$ cat src/sv/lfu_pkg.sv
// ----------------------------------------------------------------------------
// LFU cache package
// Shared constants and controller/datapath command and status types.
// ----------------------------------------------------------------------------
`default_nettype none

package lfu_pkg;

    localparam int CAPACITY  = 16;
    localparam int SLOT_W    = $clog2(CAPACITY);
    localparam int FILL_W    = $clog2(CAPACITY + 1);
    localparam int CAP_W     = 5;
    localparam int KEY_W     = 32;
    localparam int VAL_W     = 32;
    localparam int CNT_W     = 16;
    localparam int RANK_W    = SLOT_W;
    localparam int TDATA_IN_W  = 64;
    localparam int TDATA_OUT_W = 64;

    localparam logic [CNT_W-1:0] COUNT_MAX = '1;
    localparam logic [VAL_W-1:0] NEG_ONE   = '1;

    localparam logic FUNC_GET = 1'b0;
    localparam logic FUNC_PUT = 1'b1;

    // controller -> datapath
    typedef struct packed {
        logic load;     // capture input beat
        logic lookup;   // register key compare results
        logic search;   // register victim / free slot search
        logic update;   // apply state change and form result
    } lfu_cmd_t;

    // datapath -> controller (unused fields kept minimal)
    typedef struct packed {
        logic done;
    } lfu_sts_t;

endpackage

`default_nettype wire

$ cat src/sv/lfu_ctrl.sv
// ----------------------------------------------------------------------------
// LFU cache controller
// Sequences load, lookup, search and update; owns the handshakes.
// ----------------------------------------------------------------------------
`default_nettype none

module lfu_ctrl (
    input  wire logic            aclk,
    input  wire logic            aresetn,
    input  wire logic            s_tvalid,
    output logic                 s_tready,
    output logic                 m_tvalid,
    input  wire logic            m_tready,
    output lfu_pkg::lfu_cmd_t    cmd,
    input  wire lfu_pkg::lfu_sts_t sts
);

    typedef enum logic [3:0] {
        ST_IDLE   = 4'b0001,
        ST_LOOKUP = 4'b0010,
        ST_SEARCH = 4'b0100,
        ST_UPDATE = 4'b1000
    } state_t;

    state_t state_reg, state_next;
    logic   mvalid_reg, mvalid_next;

    // A new beat may enter while the previous result waits; update then holds
    // until the result register frees before it writes it.
    assign s_tready = (state_reg == ST_IDLE);
    assign m_tvalid = mvalid_reg;

    always_comb begin
        state_next  = state_reg;
        mvalid_next = mvalid_reg;
        cmd         = '0;
        if (m_tready) begin
            mvalid_next = 1'b0;
        end
        case (state_reg)
            ST_IDLE: begin
                if (s_tvalid) begin
                    cmd.load   = 1'b1;
                    state_next = ST_LOOKUP;
                end
            end
            ST_LOOKUP: begin
                cmd.lookup = 1'b1;
                state_next = ST_SEARCH;
            end
            ST_SEARCH: begin
                cmd.search = 1'b1;
                state_next = ST_UPDATE;
            end
            ST_UPDATE: begin
                if (!mvalid_reg || m_tready) begin
                    cmd.update  = 1'b1;
                    mvalid_next = sts.done;
                    state_next  = ST_IDLE;
                end
            end
            default: state_next = ST_IDLE;
        endcase
    end

    always_ff @(posedge aclk) begin
        if (!aresetn) begin
            state_reg  <= ST_IDLE;
            mvalid_reg <= 1'b0;
        end else begin
            state_reg  <= state_next;
            mvalid_reg <= mvalid_next;
        end
    end

endmodule

`default_nettype wire

$ cat src/sv/lfu_dpath.sv
// ----------------------------------------------------------------------------
// LFU cache datapath
// Entry store, parallel key compare, victim search and rank/count update.
// ----------------------------------------------------------------------------
`default_nettype none

module lfu_dpath (
    input  wire logic                          aclk,
    input  wire logic                          aresetn,
    input  wire lfu_pkg::lfu_cmd_t             cmd,
    output lfu_pkg::lfu_sts_t                  sts,
    input  wire logic                          cfg_wr_en,
    input  wire logic [lfu_pkg::CAP_W-1:0]     cfg_wr_data,
    input  wire logic                          in_func,
    input  wire logic [lfu_pkg::KEY_W-1:0]     in_key,
    input  wire logic [lfu_pkg::VAL_W-1:0]     in_value,
    output logic                               out_hit,
    output logic [lfu_pkg::VAL_W-1:0]          out_read_value,
    output logic                               out_evicted,
    output logic [lfu_pkg::KEY_W-1:0]          out_evicted_key
);

    localparam int N = lfu_pkg::CAPACITY;

    logic [lfu_pkg::CAP_W-1:0]  cap_reg;
    logic [N-1:0]               valid_reg;
    logic [lfu_pkg::KEY_W-1:0]  key_mem_reg  [N];
    logic [lfu_pkg::VAL_W-1:0]  val_mem_reg  [N];
    logic [lfu_pkg::CNT_W-1:0]  cnt_mem_reg  [N];
    logic [lfu_pkg::RANK_W-1:0] rank_mem_reg [N];
    logic [lfu_pkg::FILL_W-1:0] fill_reg;

    logic                       func_reg;
    logic [lfu_pkg::KEY_W-1:0]  key_reg;
    logic [lfu_pkg::VAL_W-1:0]  wval_reg;

    logic                       hit_reg;
    logic [lfu_pkg::SLOT_W-1:0] hslot_reg;
    logic [lfu_pkg::SLOT_W-1:0] vslot_reg;
    logic                       vfound_reg;
    logic [lfu_pkg::SLOT_W-1:0] fslot_reg;
    logic                       ffound_reg;

    logic [N-1:0]               match_c;
    logic                       hit_c;
    logic [lfu_pkg::SLOT_W-1:0] hslot_c;
    logic [lfu_pkg::SLOT_W-1:0] vslot_c, fslot_c;
    logic                       vfound_c, ffound_c;
    logic [lfu_pkg::FILL_W-1:0] cap_eff;

    // victim tournament, heap indexed: leaves at N..2N-1, winner at 1
    logic [lfu_pkg::CNT_W+lfu_pkg::RANK_W:0] vscore [2*N];
    logic [lfu_pkg::SLOT_W-1:0]              vtree  [2*N];

    assign sts.done = 1'b1;
    assign cap_eff = (cap_reg > lfu_pkg::CAP_W'(N)) ? lfu_pkg::FILL_W'(N)
                                                    : lfu_pkg::FILL_W'(cap_reg);

    // parallel compare
    always_comb begin
        hit_c   = 1'b0;
        hslot_c = '0;
        for (int i = 0; i < N; i++) begin
            match_c[i] = valid_reg[i] && (key_mem_reg[i] == key_reg);
        end
        for (int i = N - 1; i >= 0; i--) begin
            if (match_c[i]) begin
                hit_c   = 1'b1;
                hslot_c = lfu_pkg::SLOT_W'(i);
            end
        end
    end

    // victim: lowest count, then oldest rank; free slot: lowest invalid
    // score {valid, ~count, rank} is unique among valid entries
    always_comb begin
        vscore[0] = '0;
        vtree[0]  = '0;
        for (int i = 0; i < N; i++) begin
            vscore[N+i] = valid_reg[i] ? {1'b1, ~cnt_mem_reg[i], rank_mem_reg[i]} : '0;
            vtree[N+i]  = lfu_pkg::SLOT_W'(i);
        end
        for (int j = N - 1; j >= 1; j--) begin
            if (vscore[2*j+1] > vscore[2*j]) begin
                vscore[j] = vscore[2*j+1];
                vtree[j]  = vtree[2*j+1];
            end else begin
                vscore[j] = vscore[2*j];
                vtree[j]  = vtree[2*j];
            end
        end
        vfound_c = |valid_reg;
        vslot_c  = vtree[1];
        ffound_c = 1'b0;
        fslot_c  = '0;
        for (int i = N - 1; i >= 0; i--) begin
            if (!valid_reg[i]) begin
                ffound_c = 1'b1;
                fslot_c  = lfu_pkg::SLOT_W'(i);
            end
        end
    end

    always_ff @(posedge aclk) begin
        if (cmd.load) begin
            func_reg <= in_func;
            key_reg  <= in_key;
            wval_reg <= in_value;
        end
        if (cmd.lookup) begin
            hit_reg   <= hit_c;
            hslot_reg <= hslot_c;
        end
        if (cmd.search) begin
            vslot_reg  <= vslot_c;
            vfound_reg <= vfound_c;
            fslot_reg  <= fslot_c;
            ffound_reg <= ffound_c;
        end
    end

    // update stage
    logic                       do_touch, do_insert, do_evict;
    logic [lfu_pkg::SLOT_W-1:0] ins_slot;
    logic                       full;

    always_comb begin
        full      = fill_reg >= cap_eff;
        do_touch  = hit_reg && (func_reg == lfu_pkg::FUNC_GET ||
                                cap_eff != '0);
        do_evict  = func_reg == lfu_pkg::FUNC_PUT && cap_eff != '0 && !hit_reg &&
                    full && vfound_reg;
        do_insert = func_reg == lfu_pkg::FUNC_PUT && cap_eff != '0 && !hit_reg &&
                    (full ? vfound_reg : ffound_reg);
        ins_slot  = full ? vslot_reg : fslot_reg;
    end

    always_ff @(posedge aclk) begin
        if (!aresetn) begin
            cap_reg   <= lfu_pkg::CAP_W'(16);
            valid_reg <= '0;
            fill_reg  <= '0;
        end else begin
            if (cfg_wr_en) begin
                cap_reg <= cfg_wr_data;
            end
            if (cmd.update) begin
                if (do_insert && !full) begin
                    fill_reg <= fill_reg + 1'b1;
                end
                if (do_insert) begin
                    valid_reg[ins_slot] <= 1'b1;
                end
            end
        end
    end

    always_ff @(posedge aclk) begin
        if (cmd.update) begin
            // a put with zero capacity reports no hit even for a held key
            out_hit         <= do_touch;
            out_read_value  <= (hit_reg && func_reg == lfu_pkg::FUNC_GET) ?
                               val_mem_reg[hslot_reg] : lfu_pkg::NEG_ONE;
            out_evicted     <= do_evict;
            out_evicted_key <= do_evict ? key_mem_reg[vslot_reg] : '0;
            for (int i = 0; i < N; i++) begin
                if (do_touch) begin
                    if (lfu_pkg::SLOT_W'(i) == hslot_reg) begin
                        rank_mem_reg[i] <= '0;
                        if (cnt_mem_reg[i] != lfu_pkg::COUNT_MAX) begin
                            cnt_mem_reg[i] <= cnt_mem_reg[i] + 1'b1;
                        end
                        if (func_reg == lfu_pkg::FUNC_PUT) begin
                            val_mem_reg[i] <= wval_reg;
                        end
                    end else if (valid_reg[i] &&
                                 rank_mem_reg[i] < rank_mem_reg[hslot_reg]) begin
                        rank_mem_reg[i] <= rank_mem_reg[i] + 1'b1;
                    end
                end else if (do_insert) begin
                    if (lfu_pkg::SLOT_W'(i) == ins_slot) begin
                        key_mem_reg[i]  <= key_reg;
                        val_mem_reg[i]  <= wval_reg;
                        cnt_mem_reg[i]  <= '0;
                        rank_mem_reg[i] <= '0;
                    end else if (valid_reg[i]) begin
                        // evict removes victim rank and shifts older ones
                        // down; insert then ages all by one
                        if (!do_evict ||
                            rank_mem_reg[i] < rank_mem_reg[vslot_reg]) begin
                            rank_mem_reg[i] <= rank_mem_reg[i] + 1'b1;
                        end
                    end
                end
            end
        end
    end

endmodule

`default_nettype wire

$ cat src/sv/lfu_cache_replacement.sv
// m_tvalid rises once the accepted input beat has passed the compare,
// search and update steps, in that order.
// The FSM handles one item at a time; a new beat is taken only in idle.
// A result waiting on m_tready holds the update step until it is taken.
// Reset (aresetn low, synchronous): store empty, capacity 16, no result.
// ----------------------------------------------------------------------------
// LFU cache with LRU tie break
// Fully associative 16-entry key/value store, least-frequently-used eviction.
// ----------------------------------------------------------------------------
`default_nettype none

module lfu_cache_replacement (
    input  wire logic        aclk,
    input  wire logic        aresetn,
    input  wire logic        cfg_wr_en,
    input  wire logic [4:0]  cfg_wr_data,   // capacity_in_use
    input  wire logic        s_tvalid,
    output logic             s_tready,
    input  wire logic [lfu_pkg::TDATA_IN_W-1:0] s_tdata,   // lookup_key[31:0], write_value[63:32]
    input  wire logic        s_tuser,       // func
    output logic             m_tvalid,
    input  wire logic        m_tready,
    output logic [lfu_pkg::TDATA_OUT_W-1:0]     m_tdata,   // read_value[31:0], evicted_key[63:32]
    output logic [1:0]       m_tuser        // hit[0], evicted[1]
);

    lfu_pkg::lfu_cmd_t cmd;
    lfu_pkg::lfu_sts_t sts;
    logic              hit, evicted;
    logic [31:0]       rval, ekey;

    lfu_ctrl u_ctrl (
        .aclk     (aclk),
        .aresetn  (aresetn),
        .s_tvalid (s_tvalid),
        .s_tready (s_tready),
        .m_tvalid (m_tvalid),
        .m_tready (m_tready),
        .cmd      (cmd),
        .sts      (sts)
    );

    lfu_dpath u_dpath (
        .aclk            (aclk),
        .aresetn         (aresetn),
        .cmd             (cmd),
        .sts             (sts),
        .cfg_wr_en       (cfg_wr_en),
        .cfg_wr_data     (cfg_wr_data),
        .in_func         (s_tuser),
        .in_key          (s_tdata[31:0]),
        .in_value        (s_tdata[63:32]),
        .out_hit         (hit),
        .out_read_value  (rval),
        .out_evicted     (evicted),
        .out_evicted_key (ekey)
    );

    assign m_tdata = {ekey, rval};
    assign m_tuser = {evicted, hit};

endmodule

`default_nettype wire
$ cat config.mk
export PLATFORM = sky130hd
export DESIGN_NAME = lfu_cache_replacement
export DESIGN_NICKNAME = d
export VERILOG_FILES = /design/src/sv/lfu_pkg.sv /design/src/sv/lfu_ctrl.sv /design/src/sv/lfu_dpath.sv /design/src/sv/lfu_cache_replacement.sv
export SDC_FILE = /design/constraint.sdc
export NUM_CORES = 2
export LEC_CHECK = 0
export ABC_AREA = 1
export BUFFER_PORTS_ARGS = -buffer_cell sky130_fd_sc_hd__buf_2
export CORE_MARGIN = 2
export CORE_UTILIZATION = 24
export DETAILED_ROUTE_END_ITERATION = 10
export PLACE_DENSITY_LB_ADDON = 0.25
export REMOVE_ABC_BUFFERS = 1
export SLEW_MARGIN = 20
export SYNTH_ARGS = -nofsm -noshare
export SYNTH_HDL_FRONTEND = slang
export SYNTH_HIERARCHICAL = 1
export SYNTH_SLANG_ARGS = --single-unit
$ cat constraint.sdc
create_clock -name aclk -period 17.5 [get_ports aclk]
set_clock_uncertainty 0.1 [all_clocks]
set_input_delay 0.875 -clock aclk [delete_from_list [all_inputs] [get_ports aclk]]
set_output_delay 0.875 -clock aclk [all_outputs]
set_load 0.01 [all_outputs]
==> qor.yml <==
synthArstFlopShare_pct: 0
buffers_inserted_by_post_cts_timing_repair: 0
max-clock-path-buffers: 4
synth-edff-count: 1474
placement_rows: 217
max_slew.worst_pin.slew_ns: 1.17
antenna_found_initial: 24
dieHeight_um: 596
maxSlewHeadroom_pct: 22.0
drive_gt1_share_pct: 8.10
num_vias: 67800
cp-start-kind: "flip-flop"
total_area_of_multi_input_combinational_cells_sq_mm: 0.0335
final_net_count: 9363
most_common_cell_after_layout_fill_and_taps_aside: "sky130_fd_sc_hd__edfxtp_1"
synth.yosys.warnings: 6
h-tree-depth: 4
clock_tree_root_driver_cell: "sky130_fd_sc_hd__clkbuf_16"
syn_area_per_cell_sq_um: 9.63
fp.dieW_um: 596
critical_path_class: "flip-flop to flip-flop"
ir_worst_vdd_mv: 0.0675
placeableCoreArea_sq_mm: 0.349
finalHoldViolations: 0
layout_filler_cell_count: 36700
area.sequential_sq_mm: 0.0453
detail_route.drc_violations: 0
worst_setup_path_end_kind: "flip-flop"
avgViaCountPerCell: 5.00
clkSlewWorstSetupHoldPaths_ns: 0.06
most_used_flip_flop_cell_after_synthesis: "sky130_fd_sc_hd__edfxtp_1"
insertion_delay_ns: 0.89
synth_cell_type_count: 63
gp_congestion: 0.969
cts_inserted_buffers: 184
setup-violations-final: 0
synth.ff_latch_count: 1525
first_global_vias: 65300
max_cap_violations: 0
grt_overflow_total: 0
design.portCount: 143
critical-path-slowest-cell: "sky130_fd_sc_hd__clkinv_1"
grt_first_pass_wirelength_um: 473000
fin_setup_tns_ns: 0
first_iter_violations: 7700
final.period_utilization_pct: 65.8
rsz0062_at_grt: "no"
cts_repair_resize_count: 0
dieArea_sq_mm: 0.355
grt_usage_pct: 18.1
place.port_buffers: 142
crit_fanout: 41
seq_area_frac_synth_pct: 53.9
route.detailed.wl_per_inst_um: 24.5
finish.utilization_pct: 27.6
slowest_delay_ns: 0.93
min_path_type: "primary input to flip-flop"
synth_cells: 8724
grt_start_max_net_pins: 152
clock.fmax_ghz: 0.0869
postLayoutSetupSlackWorst_ns: 5.99
power_per_cell_area_mw_per_mm2: 86.0
commonest_non_fill_non_tap_cells_in_the_layout: "sky130_fd_sc_hd__edfxtp_1, sky130_fd_sc_hd__nand2_1, sky130_fd_sc_hd__inv_1"
post_synth_instance_area_sq_mm: 0.0840
initial_core_util_pct: 24.1
drtPass1Iterations: 8
area_delta_synth_final_pct: 14.6
post-dp-hpwl_um: 228000
numClockSinks: 1525
routed_wl_um: 333000
drv_slew: 0
clock_tree_from_tritoncts: "built"
antenna_left: 0
holdBufCountCts: 9
fin_worst_hold_slack_ns: 0.0635
period_needed_ns: 11.51
worst_ep_arrival_time_ns: 11.98
cp.required_ns: 17.97
status: "finished clean"
cellLeakagePower_nw: 37.2
dpl_worst_slack_ns: 5.61
worst_path_most_repeated_cell: "sky130_fd_sc_hd__nand2_1"
r2r_slack_ns: 5.99
-- final timing paths --
kind / startpoint / endpoint / cells past startpoint
max: u_dpath/valid_reg[12]$_SDFFE_PN0P_ / u_dpath/vslot_reg[1]$_DFFE_PP_ / 42
min: s_tdata[22] / u_dpath/key_reg[22]$_DFFE_PP_ / 1
max reg2reg: u_dpath/valid_reg[12]$_SDFFE_PN0P_ / u_dpath/vslot_reg[1]$_DFFE_PP_ / 42
min reg2reg: u_dpath/fill_reg[4]$_SDFFE_PN0P_ / u_dpath/fill_reg[4]$_SDFFE_PN0P_ / 1
-- cell usage after synthesis, types with 64 or more instances --
library cell	number	area share, %
sky130_fd_sc_hd__a21oi_1	569	3.4
sky130_fd_sc_hd__a22oi_1	286	2.6
sky130_fd_sc_hd__buf_2	64	0.38
sky130_fd_sc_hd__clkbuf_1	295	1.3
sky130_fd_sc_hd__edfxtp_1	1474	53
sky130_fd_sc_hd__ha_1	466	6.9
sky130_fd_sc_hd__inv_1	995	4.4
sky130_fd_sc_hd__nand2_1	1472	6.6
sky130_fd_sc_hd__nand3_1	364	2.2
sky130_fd_sc_hd__nand4_1	80	0.60
sky130_fd_sc_hd__nor2_1	687	3.1
sky130_fd_sc_hd__nor3_1	141	0.84
sky130_fd_sc_hd__o211ai_1	101	0.90
sky130_fd_sc_hd__o21ai_0	663	3.9
sky130_fd_sc_hd__o22ai_1	150	1.1
sky130_fd_sc_hd__xnor2_1	174	1.8
sky130_fd_sc_hd__xor2_1	143	1.5
-- report_power, final --
part | internal (mW) | switching [mW]
logic | 0.111 | 0.339
clock network | 2.15 | 1.61
registers | 4.03 | 0.0316
total | 6.29 | 1.98
-- metrics by stage --
step                power (mW)  std cells  cell area [sq um]
global placement          4.57      13200              90400
CTS                       8.36      13600              96300
global route              8.53      13600              96300
finish                    8.28      13600              96300
detailed placement        4.57      13200              90400
floorplan                 4.34       8318              82400
-- area by class of cell --
type | instances | area share (%)
multi-input combinational | 5772 | 34.8
clock inverter | 96 | 0.958
inverter | 1021 | 4.00
tap | 4599 | 5.98
timing repair buffer | 318 | 2.15
antenna | 6 | 0.0156
sequential | 1525 | 47.0
clock buffer | 235 | 5.07
-- layer usage --
layer	vias to the layer above	GRT usage, %	part of all wire, %
met5	-	0	0.015
li1	31000	-	-
met3	604	2.25	6.4
met1	33500	24.3	43
met2	2772	29.1	45
met4	8	8.07	5.0
-- worst max-delay path, delay by kind of cell, from the launching register on --
| kind | cells | cell delay [ns] |
|---|---|---|
| flip-flops | 1 | 0.91 |
| AND/OR/NAND/NOR | 19 | 3.72 |
| buffers and inverters | 6 | 2.44 |
| adder cells (fa/ha/maj) | 4 | 1.36 |
| AO/OA/AOI/OAI | 13 | 2.69 |
-- logic make-up after synthesis --
kind of cell / synth area share, %
AOI/OAI and AO/OA: 14.6
other: 0.00446
adders and majority gates: 6.94
muxes: 0.0134
and+or+nand+nor: 14.7
DFF: 53.9
buffers and inverters: 6.52
xor gates and xnor gates: 3.30
(Power assumes the default switching activity.)
